<file path="src/hw/rtl/bwr_pkg.sv">
`timescale 1ns / 1ps
// ----------------------------------------------------------------------------
// bwr_pkg
// Types, constants and helpers shared by the bit width repacker modules.
// ----------------------------------------------------------------------------
package bwr_pkg;

   localparam int SYM_W   = 8;
   localparam int WIDTH_W = 4;
   localparam int BUF_W   = 15;
   localparam int CNT_W   = 4;
   localparam int CSR_IDX_W = 1;

   localparam logic [CSR_IDX_W-1:0] CSR_IN_WIDTH  = 1'd0;
   localparam logic [CSR_IDX_W-1:0] CSR_OUT_WIDTH = 1'd1;

   localparam logic [WIDTH_W-1:0] WIDTH_RESET = 4'd8;
   localparam logic [WIDTH_W-1:0] WIDTH_MAX   = 4'd8;
   localparam logic [CNT_W-1:0]   MAX_RESULTS = 4'd8;

   // one queued item: merged bits, output width, number of results and last flag
   typedef struct packed {
      logic [BUF_W-1:0]   bits;
      logic [WIDTH_W-1:0] out_width;
      logic [CNT_W-1:0]   num_out;
      logic               last;
   } entry_type;

   typedef struct packed {
      logic      push;
      entry_type data;
   } push_type;

   typedef struct packed {
      logic      empty;
      logic      full;
      entry_type head;
   } queue_status_type;

   function automatic logic [WIDTH_W-1:0] eff_width(input logic [WIDTH_W-1:0] w);
      logic [WIDTH_W-1:0] r;
      if (w == '0) begin
         r = 4'd1;
      end else if (w > WIDTH_MAX) begin
         r = WIDTH_MAX;
      end else begin
         r = w;
      end
      return r;
   endfunction

   function automatic logic [SYM_W-1:0] low_mask(input logic [WIDTH_W-1:0] w);
      logic [SYM_W:0] m;
      m = (9'd1 << w) - 9'd1;
      return m[SYM_W-1:0];
   endfunction

endpackage

</file>
<file path="src/hw/rtl/bwr_front.sv">
`timescale 1ns / 1ps
// ----------------------------------------------------------------------------
// bwr_front
// Accepts input items, merges their bits into the pending buffer and works
// out how many result symbols each item produces.
// ----------------------------------------------------------------------------
module bwr_front
   import bwr_pkg::*;
(
   input  logic               clock,
   input  logic               reset,
   input  logic               req_valid,
   output logic               req_stall,
   input  logic [SYM_W-1:0]   req_in_symbol,
   input  logic               req_in_last,
   input  logic [WIDTH_W-1:0] in_width,
   input  logic [WIDTH_W-1:0] out_width,
   input  logic               queue_full,
   output push_type           push
);

   logic [BUF_W-1:0]   buf_ff;
   logic [BUF_W-1:0]   buf_in;
   logic [CNT_W-1:0]   cnt_ff;
   logic [CNT_W-1:0]   cnt_in;
   logic [WIDTH_W-1:0] iw;
   logic [WIDTH_W-1:0] ow;
   logic [SYM_W-1:0]   sym;
   logic [BUF_W-1:0]   merged;
   logic [CNT_W-1:0]   total;
   logic [CNT_W-1:0]   rem;
   logic [CNT_W-1:0]   nfull;
   logic [CNT_W-1:0]   used;
   logic               tail;
   logic [CNT_W-1:0]   num_out;
   logic               accept;

   always_comb begin
      iw     = eff_width(in_width);
      ow     = eff_width(out_width);
      sym    = req_in_symbol & low_mask(iw);
      merged = buf_ff | (BUF_W'(sym) << cnt_ff);
      total  = cnt_ff + iw;
      // full symbols: largest k up to eight with k * ow <= total, compared in parallel
      nfull  = '0;
      for (int k = 1; k <= 8; k++) begin
         if ((7'(k) * 7'(ow)) <= 7'(total)) begin
            nfull = CNT_W'(k);
         end
      end
      used    = nfull * ow;
      rem     = total - used;
      tail    = req_in_last && (rem != '0) && (nfull < MAX_RESULTS);
      num_out = nfull + CNT_W'(tail);
   end

   assign req_stall = queue_full;
   assign accept    = req_valid && !queue_full;

   assign push.push           = accept && (num_out != '0);
   assign push.data.bits      = merged;
   assign push.data.out_width = ow;
   assign push.data.num_out   = num_out;
   assign push.data.last      = req_in_last;

   always_comb begin
      buf_in = buf_ff;
      cnt_in = cnt_ff;
      if (accept) begin
         if (req_in_last) begin
            buf_in = '0;
            cnt_in = '0;
         end else begin
            buf_in = merged >> used;
            cnt_in = rem;
         end
      end
   end

   always_ff @(posedge clock) begin
      if (reset) begin
         buf_ff <= '0;
         cnt_ff <= '0;
      end else begin
         buf_ff <= buf_in;
         cnt_ff <= cnt_in;
      end
   end

endmodule

</file>
<file path="src/hw/rtl/bwr_queue.sv">
`timescale 1ns / 1ps
// ----------------------------------------------------------------------------
// bwr_queue
// Small first-in first-out queue of pending items between front and back.
// ----------------------------------------------------------------------------
module bwr_queue
   import bwr_pkg::*;
#(
   parameter int DEPTH = 4
) (
   input  logic             clock,
   input  logic             reset,
   input  push_type         push,
   input  logic             pop,
   output queue_status_type status
);

   localparam int PTR_W = (DEPTH > 1) ? $clog2(DEPTH) : 1;
   localparam int CNT_QW = $clog2(DEPTH + 1);
   localparam logic [PTR_W-1:0]  LAST_PTR = PTR_W'(DEPTH - 1);
   localparam logic [CNT_QW-1:0] FULL_CNT = CNT_QW'(DEPTH);

   entry_type          mem [DEPTH];
   logic [PTR_W-1:0]   wr_ptr_ff;
   logic [PTR_W-1:0]   wr_ptr_in;
   logic [PTR_W-1:0]   rd_ptr_ff;
   logic [PTR_W-1:0]   rd_ptr_in;
   logic [CNT_QW-1:0]  count_ff;
   logic [CNT_QW-1:0]  count_in;
   logic               do_push;
   logic               do_pop;

   assign do_push = push.push && (count_ff != FULL_CNT);
   assign do_pop  = pop && (count_ff != '0);

   always_comb begin
      wr_ptr_in = wr_ptr_ff;
      rd_ptr_in = rd_ptr_ff;
      count_in  = count_ff;
      if (do_push) begin
         wr_ptr_in = (wr_ptr_ff == LAST_PTR) ? '0 : wr_ptr_ff + 1'b1;
      end
      if (do_pop) begin
         rd_ptr_in = (rd_ptr_ff == LAST_PTR) ? '0 : rd_ptr_ff + 1'b1;
      end
      if (do_push && !do_pop) begin
         count_in = count_ff + 1'b1;
      end else if (do_pop && !do_push) begin
         count_in = count_ff - 1'b1;
      end
   end

   always_ff @(posedge clock) begin
      if (do_push) begin
         mem[wr_ptr_ff] <= push.data;
      end
   end

   always_ff @(posedge clock) begin
      if (reset) begin
         wr_ptr_ff <= '0;
         rd_ptr_ff <= '0;
         count_ff  <= '0;
      end else begin
         wr_ptr_ff <= wr_ptr_in;
         rd_ptr_ff <= rd_ptr_in;
         count_ff  <= count_in;
      end
   end

   assign status.empty = (count_ff == '0);
   assign status.full  = (count_ff == FULL_CNT);
   assign status.head  = mem[rd_ptr_ff];

endmodule

</file>
<file path="src/hw/rtl/bwr_back.sv">
`timescale 1ns / 1ps
// ----------------------------------------------------------------------------
// bwr_back
// Drains the head item to the output register, one symbol per unstalled cycle.
// ----------------------------------------------------------------------------
module bwr_back
   import bwr_pkg::*;
(
   input  logic             clock,
   input  logic             reset,
   input  queue_status_type status,
   output logic             pop,
   output logic             rsp_valid,
   input  logic             rsp_stall,
   output logic [SYM_W-1:0] rsp_out_symbol,
   output logic             rsp_out_last
);

   logic               started_ff;
   logic               started_in;
   logic [BUF_W-1:0]   prog_buf_ff;
   logic [BUF_W-1:0]   prog_buf_in;
   logic [CNT_W-1:0]   prog_left_ff;
   logic [CNT_W-1:0]   prog_left_in;
   logic               rsp_valid_ff;
   logic               rsp_valid_in;
   logic [SYM_W-1:0]   rsp_symbol_ff;
   logic [SYM_W-1:0]   rsp_symbol_in;
   logic               rsp_last_ff;
   logic               rsp_last_in;
   logic [BUF_W-1:0]   cur_buf;
   logic [CNT_W-1:0]   cur_left;
   logic               fire;

   assign cur_buf  = started_ff ? prog_buf_ff : status.head.bits;
   assign cur_left = started_ff ? prog_left_ff : status.head.num_out;
   assign fire     = !status.empty && (!rsp_valid_ff || !rsp_stall);
   assign pop      = fire && (cur_left == 4'd1);

   always_comb begin
      started_in    = started_ff;
      prog_buf_in   = prog_buf_ff;
      prog_left_in  = prog_left_ff;
      rsp_valid_in  = rsp_valid_ff && rsp_stall;
      rsp_symbol_in = rsp_symbol_ff;
      rsp_last_in   = rsp_last_ff;
      if (fire) begin
         rsp_valid_in  = 1'b1;
         rsp_symbol_in = cur_buf[SYM_W-1:0] & low_mask(status.head.out_width);
         rsp_last_in   = status.head.last && (cur_left == 4'd1);
         if (cur_left == 4'd1) begin
            started_in = 1'b0;
         end else begin
            started_in   = 1'b1;
            prog_buf_in  = cur_buf >> status.head.out_width;
            prog_left_in = cur_left - 4'd1;
         end
      end
   end

   always_ff @(posedge clock) begin
      if (reset) begin
         started_ff   <= 1'b0;
         rsp_valid_ff <= 1'b0;
      end else begin
         started_ff   <= started_in;
         rsp_valid_ff <= rsp_valid_in;
      end
      prog_buf_ff   <= prog_buf_in;
      prog_left_ff  <= prog_left_in;
      rsp_symbol_ff <= rsp_symbol_in;
      rsp_last_ff   <= rsp_last_in;
   end

   assign rsp_valid      = rsp_valid_ff;
   assign rsp_out_symbol = rsp_symbol_ff;
   assign rsp_out_last   = rsp_last_ff;

endmodule

</file>
<file path="src/hw/rtl/bit_width_repacker.sv">
`timescale 1ns / 1ps
// ----------------------------------------------------------------------------
// bit_width_repacker
// LSB-first gearbox that repacks a symbol stream from one bit width to
// another, flushing zero padded leftover bits on the last item.
// ----------------------------------------------------------------------------
// Channel  Direction  Handshake          Payload
// req      in         req_valid/stall    req_in_symbol[7:0], req_in_last
// rsp      out        rsp_valid/stall    rsp_out_symbol[7:0], rsp_out_last
// csr      in         csr_valid/ready    csr_index[0], csr_wdata[3:0]
//
// An item is taken every cycle while the item queue (QUEUE_DEPTH) has room.
// The back end emits one result per cycle while rsp is not stalled; an item
// passes through the item queue and then the output register before reaching rsp.
// Reset is synchronous and clears buffer, queue and output valid flag, and sets both widths to 8.
// A stall on rsp only backs up the queue; req stalls once the queue is full.
// ----------------------------------------------------------------------------
module bit_width_repacker
   import bwr_pkg::*;
#(
   parameter int QUEUE_DEPTH = 4
) (
   input  logic                 clock,
   input  logic                 reset,
   input  logic                 req_valid,
   output logic                 req_stall,
   input  logic [SYM_W-1:0]     req_in_symbol,
   input  logic                 req_in_last,
   output logic                 rsp_valid,
   input  logic                 rsp_stall,
   output logic [SYM_W-1:0]     rsp_out_symbol,
   output logic                 rsp_out_last,
   input  logic                 csr_valid,
   output logic                 csr_ready,
   input  logic [CSR_IDX_W-1:0] csr_index,
   input  logic [WIDTH_W-1:0]   csr_wdata
);

   logic [WIDTH_W-1:0] in_width_ff;
   logic [WIDTH_W-1:0] in_width_in;
   logic [WIDTH_W-1:0] out_width_ff;
   logic [WIDTH_W-1:0] out_width_in;
   push_type           push;
   queue_status_type   status;
   logic               pop;

   assign csr_ready = 1'b1;

   always_comb begin
      in_width_in  = in_width_ff;
      out_width_in = out_width_ff;
      if (csr_valid) begin
         unique case (csr_index)
            CSR_IN_WIDTH:  in_width_in  = csr_wdata;
            CSR_OUT_WIDTH: out_width_in = csr_wdata;
            default: ;
         endcase
      end
   end

   always_ff @(posedge clock) begin
      if (reset) begin
         in_width_ff  <= WIDTH_RESET;
         out_width_ff <= WIDTH_RESET;
      end else begin
         in_width_ff  <= in_width_in;
         out_width_ff <= out_width_in;
      end
   end

   bwr_front u_front (
      .clock         (clock),
      .reset         (reset),
      .req_valid     (req_valid),
      .req_stall     (req_stall),
      .req_in_symbol (req_in_symbol),
      .req_in_last   (req_in_last),
      .in_width      (in_width_ff),
      .out_width     (out_width_ff),
      .queue_full    (status.full),
      .push          (push)
   );

   bwr_queue #(
      .DEPTH (QUEUE_DEPTH)
   ) u_queue (
      .clock  (clock),
      .reset  (reset),
      .push   (push),
      .pop    (pop),
      .status (status)
   );

   bwr_back u_back (
      .clock          (clock),
      .reset          (reset),
      .status         (status),
      .pop            (pop),
      .rsp_valid      (rsp_valid),
      .rsp_stall      (rsp_stall),
      .rsp_out_symbol (rsp_out_symbol),
      .rsp_out_last   (rsp_out_last)
   );

endmodule

</file>
<file path="config.mk">
export PLATFORM = sky130hd
export DESIGN_NAME = bit_width_repacker
export DESIGN_NICKNAME = d
export VERILOG_FILES = /design/src/hw/rtl/bwr_pkg.sv /design/src/hw/rtl/bwr_front.sv /design/src/hw/rtl/bwr_queue.sv /design/src/hw/rtl/bwr_back.sv /design/src/hw/rtl/bit_width_repacker.sv
export SDC_FILE = /design/constraint.sdc
export NUM_CORES = 1
export LEC_CHECK = 0
export BUFFER_PORTS_ARGS = -buffer_cell sky130_fd_sc_hd__buf_4
export CORE_ASPECT_RATIO = 1.4
export CORE_MARGIN = 4
export CORE_UTILIZATION = 55
export CTS_CLUSTER_DIAMETER = 50
export DETAILED_ROUTE_END_ITERATION = 10
export GPL_TIMING_DRIVEN = 0
export PLACE_DENSITY_LB_ADDON = 0.12
export SYNTH_ARGS = -nofsm -noshare
export SYNTH_HDL_FRONTEND = slang
export SYNTH_SLANG_ARGS = --single-unit
export TNS_END_PERCENT = 1
</file>
<file path="constraint.sdc">
create_clock -name clock -period 12.7 [get_ports clock]
set_input_delay 0.635 -clock clock [delete_from_list [all_inputs] [get_ports clock]]
set_output_delay 0.635 -clock clock [all_outputs]
set_load 0.005 [all_outputs]
</file>
* Word level (Yosys, flattened, before mapping)
Memories as Yosys holds them, arrays and structs flattened. A register that Yosys moved wholly into a read port is not among the register bits. Cells that the tools add are included. Widths: inputs -> output; s select.
Word-level totals: register bits 64, bits in latches 0, RAM bits 96, memory bits (read-only) 0, input port bits 19, word-level logic and storage cells 110, memories 1
Memory list:
- u_queue.mem | words 4, width 24, rd ports 1, clocked after memory_dff 1, write ports 1, line bwr_queue.sv:23 | entry_type mem [DEPTH];
Cells by class: add/subtract/negate cells 10, $mul 5, div/mod/pow operators 0, magnitude comparators 11, equal/unequal tests 5, shift-type cells 5, multiplexer cells 26, bitwise gates (word level) 5, reduce and logical (&&, ||, !) cells 29
Operators by type and width (count):
- $mux 15 | 2
- $shr 15x4->15 | 2
- $le 7x4->1 | 4
- $mux 4 | 7
- $mux 3 | 6
- $and 8x8->8 | 2
- $shl 1x4->8 const A | 2
- $sub 8x1->8 const B | 2
- $or 15x15->15 | 1
- $shl 8x4->15 | 1
- $mul 3x4->7 const A | 2
- $le 6x4->1 | 2
- $logic_and 1x1->1 | 12
- $mul 2x4->6 const A | 2
- $mux 2 | 6
- $gt 4x4->1 const B | 2
- $logic_not 4->1 | 2
- $reduce_bool 4->1 | 2
- $logic_not 1->1 | 6
- $reduce_and 2->1 | 3
- $le 5x4->1 | 1
- $mux 1 | 5
- $add 2x1->2 const B | 2
- $add 4x1->4 | 1
- 17 further kinds | 19

* Depth between registers and ports, before layout
word-level depth 26, gate-level depth with buffers 41

* Cells and area by module
A second synthesis with hierarchy kept.
Unflattened totals: cells, all modules 839, area total of the unflattened synthesis 10058.4 µm²
Modules (own cells, without submodules):
- bwr_queue | times used 1, cells an instance 176, area each 3952.5 µm²
- bwr_front | times used 1, cells an instance 439, area each 3464.6 µm²
- bwr_back | times used 1, cells an instance 189, area each 2283.4 µm²
- bit_width_repacker | times used 1, cells an instance 35, area each 357.8 µm²

* Worst setup path before layout
Ideal clock, no wire load.
path kind reg-to-reg, start point register out_width_ff[3], end point register u_queue.count_ff[2], setup time 70 ps, arrival 8494 ps, required time 12630 ps, slack 4135 ps, cell stages (with the launch flop) 35, clock period less this slack 8565 ps, path through dfxtp_1 buf_2 nor2b_1 inv_1 fa_1 fa_1 inv_1 ha_1 a311o_1 a2111oi_4 a21o_1 buf_6 nand2_1 nor2_1 ha_1 ha_1 ha_1 xnor2_1 xnor2_1 xnor2_2 xor2_2 xnor3_1 nor4b_1 nor2_1 ha_1 ha_1 xnor2_1 o21ba_2 clkbuf_1 ha_1 inv_1 fa_1 xor2_1 or3_1 a21oi_1
RTL lines:
- start, declared | line bit_width_repacker.sv:41 | logic [WIDTH_W-1:0] out_width_ff;
- start signal, assigned | line bit_width_repacker.sv:67 | out_width_ff <= out_width_in;
- end signal, assigned | line bwr_queue.sv:67 | count_ff <= count_in;
- end, declared | line bwr_queue.sv:28 | logic [CNT_QW-1:0] count_ff;

==> reports/summary.md <==
The die outline width was 120 µm. The worst setup path startpoint is out_width_ff[2]$_SDFFE_PP0P_. The startpoint identified for the worst register-to-register timing path is out_width_ff[2]$_SDFFE_PP0P_. The H-tree was split into 4 levels. Sorting the synthesized cells by how often they occur yields sky130_fd_sc_hd__edfxtp_1 (124), sky130_fd_sc_hd__nor2_1 (75), sky130_fd_sc_hd__a21oi_1 (58).

The vertical die dimension was 165 µm. The pre-antenna-repair detailed-routing pass consisted of 5 iterations. Measured in cells, the most critical reg-to-reg path has a length of 31. The overall global routing resource usage is 26.0%. TritonCTS built the clock tree. Counting along the longest clock path gives a buffer depth of 2. The area inside the core boundary is 17,300 µm². The hold violation total from the final report is 0. Ranked by total cell area, the synthesized netlist is headed by sky130_fd_sc_hd__edfxtp_1 (39%), sky130_fd_sc_hd__dfxtp_1 (7.9%), sky130_fd_sc_hd__mux4_2 (7.7%). For this run, the slowest stage of the critical path takes 1.02 ns. The sequential-to-total area share from yosys stat came out at 46.5%. The share of post-route cells with drive strength above 1 works out to 15.8%. Setup repair after global routing left no endpoint under its margin. For the number of nets in the layout, the log shows 965. Endpoint class of the critical path: a register. Data on the critical path is required at its endpoint by 12.73 ns. The routed wirelength normalized by instance count was 21.6 µm. By startpoint and endpoint, the worst setup path is classified as reg2reg.

Once the floorplan was initialized, standard cells occupied 55.7% of the core. The kind of path behind the tightest hold check is in2reg. For the total wire length after detailed routing, the log shows 24,800 µm.

After the flow finishes, the layout carries non-filler instances totaling 1,148. After detailed routing, the number of vias per cell comes to 6.18. The most numerous cell type found on the critical path is sky130_fd_sc_hd__ha_1. The number of global-route vias before repair was 7,236; the average size of a mapped cell was 11.4 µm². The most frequent cell after synthesis was sky130_fd_sc_hd__edfxtp_1. On the critical path, the stage with the largest delay is an instance of sky130_fd_sc_hd__and2_1. For this design, the CTS-stage hold fixing added 0 buffers. For the worst-skew pair, the clock arrives at the later sink with an insertion delay of 0.42 ns.

The congestion estimate from routability-driven global placement came to 0.987. The run gives 653 as the starting DRC count in detailed routing. The final route contains 7,099 vias.

On the final layout, the worst clock skew is 0.0115 ns. After filler insertion, the fill cell instance count of the layout stands at 1,405. For this run the aggregate overflow at the end of global routing stands at 0. For the post-CTS resize count, the log shows 0. The biggest area contributor in the post-synthesis netlist is sky130_fd_sc_hd__edfxtp_1. For the number of standard cells after synthesis, the log shows 849. TritonCTS created 17 clock buffers. The tools report the number of antenna diodes as 0. The peak fanout along the critical path was 24.

In this run, synthesis inferred 124 flip-flops with an integrated enable. The proportion of register bits with asynchronous set or reset after synthesis works out to 0%. The power density over the cells was 202 nW/µm². Type of origin of the critical path: a register. Summed over all nets, the half-perimeter wirelength after detailed placement is 18,900 µm. The number of cells in the design after placement was 1,116; the maximum operating frequency was 98.7 MHz. For the combined area of the multi-input logic cells, the log shows 4780 µm².

Once detail routing completed, the nets flagged for antenna violations numbered 0. The die footprint is 19,700 µm². At the pin with the least slew margin, the transition time is 1.30 ns. The run gives 0 as the post-CTS setup buffer count. The area share of the leading cell type in the synthesized netlist was 38.6%; the flip-flop and latch count after synthesis was 162. Setup violations remaining at the end of the flow were counted as 0.

The endpoint arrival time on the critical path came out at 10.16 ns. The global-route wire length before repair came out at 39,200 µm. After clock tree synthesis, the clock-pin slew on the worst setup and hold paths is 0.07 ns. Clock tree synthesis found a total of 162 sinks. The final critical delay including setup and external delays was 10.13 ns; the peak supply drop was 0.0810 mV. For the number of pins with negative max-slew slack in the final report, the log shows 0.

The number of maximum-capacitance violations is 0, and the total of buffers placed on input and output ports is 29. The tools report the number of distinct library cell variants in the gate-level netlist after synthesis as 91. The design draws 2.18 mW. In this run the critical register-to-register path is captured at u_queue.mem[3][13]$_DFFE_PP_. The worst pin sits at a relative slew slack of 13.3%. Relative to the synthesized area, the layout overhead comes to 11.9%.

The flow ran to the end, and the final reports show no timing, DRC or antenna violations. For this run, the leading register cell type out of synthesis is sky130_fd_sc_hd__edfxtp_1. For flop-to-flop paths, the worst setup slack is 2.57 ns. In the final layout, flip-flops and latches occupy 4480 µm².

The final critical path takes up 79.8% of the cycle. The initial antenna violation count is 0. For this run, design rule violations remaining after detail routing come to 0.

Following the worst setup path forward leads to its endpoint at u_queue.mem[3][13]$_DFFE_PP_. 31 I/O pins were placed. Entering global routing, the biggest net connects 25 pins. The buffer type at the clock tree root was sky130_fd_sc_hd__clkbuf_16. The run gives 57 as the placement row count. The analysis attributes to cell leakage a power of 3.96 nW.

Adding up every negative setup slack in the final design gives 0 ns. The post-synthesis cell area is 9650 µm², and the Yosys warning count is 0.
==> power by group <==
group / switching, mW / internal (mW) / leakage, nW / total (mW)
registers: 0.0417 / 0.752 / 1.48 / 0.794
logic: 0.528 / 0.334 / 2.20 / 0.861
clock network: 0.213 / 0.314 / 0.290 / 0.527
==> cell usage in the layout, fill, tap and decap left out, drive strengths merged, types with 11 or more instances in the layout <==
cell    count
buf        48
xnor2      11
mux2i      51
nor3       24
clkbuf     46
a21oi      61
o21ai      33
edfxtp    124
mux4       33
inv        52
nor2       77
ha         40
dfxtp      38
nand3      16
nand2      59
or3        11
==> kinds of logic (layout without fill, tap and decap cells) <==
logic type               count (synthesis)  after routing  synth area share [%]
adder cells (fa/ha/maj)                 47             47                  6.64
buffers and inverters                   94            156                  4.05
multiplexers                            94             94                  14.2
flip-flops                             162            162                  46.5
other                                    1              2                0.0389
AO/OA/AOI/OAI                          182            182                  13.3
AND/OR/NAND/NOR                        249            249                  13.2
XOR/XNOR                                20             20                  2.11
==> worst min-delay path by stage <==
| stage | start | endpoint | cells past startpoint |
|---|---|---|---|
| global route | csr_wdata[3] | out_width_ff[3]$_SDFFE_PP1P_ | 3 |
| global placement | u_front.buf_ff[9]$_SDFFE_PP0P_ | u_front.buf_ff[9]$_SDFFE_PP0P_ | 2 |
| finish | csr_wdata[1] | in_width_ff[1]$_SDFFE_PP0P_ | 3 |
| CTS | csr_wdata[1] | in_width_ff[1]$_SDFFE_PP0P_ | 3 |
| floorplan | u_front.buf_ff[9]$_SDFFE_PP0P_ | u_front.buf_ff[9]$_SDFFE_PP0P_ | 2 |
| detailed placement | u_front.buf_ff[9]$_SDFFE_PP0P_ | u_front.buf_ff[9]$_SDFFE_PP0P_ | 2 |
==> final cells by class <==
cell class,count,area share (%)
Tap cell,236,2.74
Clock buffer,19,4.01
Multi-Input combinational cell,594,44.3
Timing Repair Buffer,30,2.16
Buffer,45,1.91
Sequential cell,162,41.6
Inverter,49,1.70
Clock inverter,13,1.62
==> per-stage QoR <==
stage          hold slack (ns)  worst slack (ns)  cell area (µm²)  utilization (%)
2_1_floorplan            0.425              4.14             9650                -
3_3_place_gp             0.450              2.62            10200             58.6
3_5_place_dp             0.452              2.41            10200             58.7
4_1_cts                  0.445              2.34            10800             62.2
5_1_grt                  0.460              1.92            10800             62.3
6_report                 0.457              2.57            10800             62.3
==> registers in the layout, indices dropped and copies added (netlist names), named ones only <==
signal / cells
u_queue.count_ff: 3
u_queue.wr_ptr_ff: 2
u_back.rsp_valid: 1
u_back.prog_buf_ff: 15
in_width_ff: 4
u_back.rsp_out_symbol: 8
u_front.buf_ff: 15
u_front.cnt_ff: 4
out_width_ff: 4
u_back.prog_left_ff: 4
u_queue.rd_ptr_ff: 2
u_back.rsp_out_last: 1
u_queue.mem: 96
u_back.started_ff: 1
==> layer usage <==
layer / vias up / part of all wire (%) / GRT usage, %
li1: 3310 / - / -
met1: 3487 / 37 / 28.2
met2: 241 / 56 / 50.5
met3: 61 / 3.8 / 3.46
met4: 0 / 3.7 / 10.7
met5: - / 0 / 0
==> worst max-delay path: cells and delay by family (launching register included) <==
family | cells | cell delay, ns
buffers and inverters | 8 | 1.97
flip-flops | 1 | 0.30
XOR/XNOR | 3 | 0.85
adder cells (fa/ha/maj) | 7 | 2.52
AO/OA/AOI/OAI | 7 | 1.60
AND/OR/NAND/NOR | 6 | 2.46
Note: power is estimated with default switching activity, not from simulation.
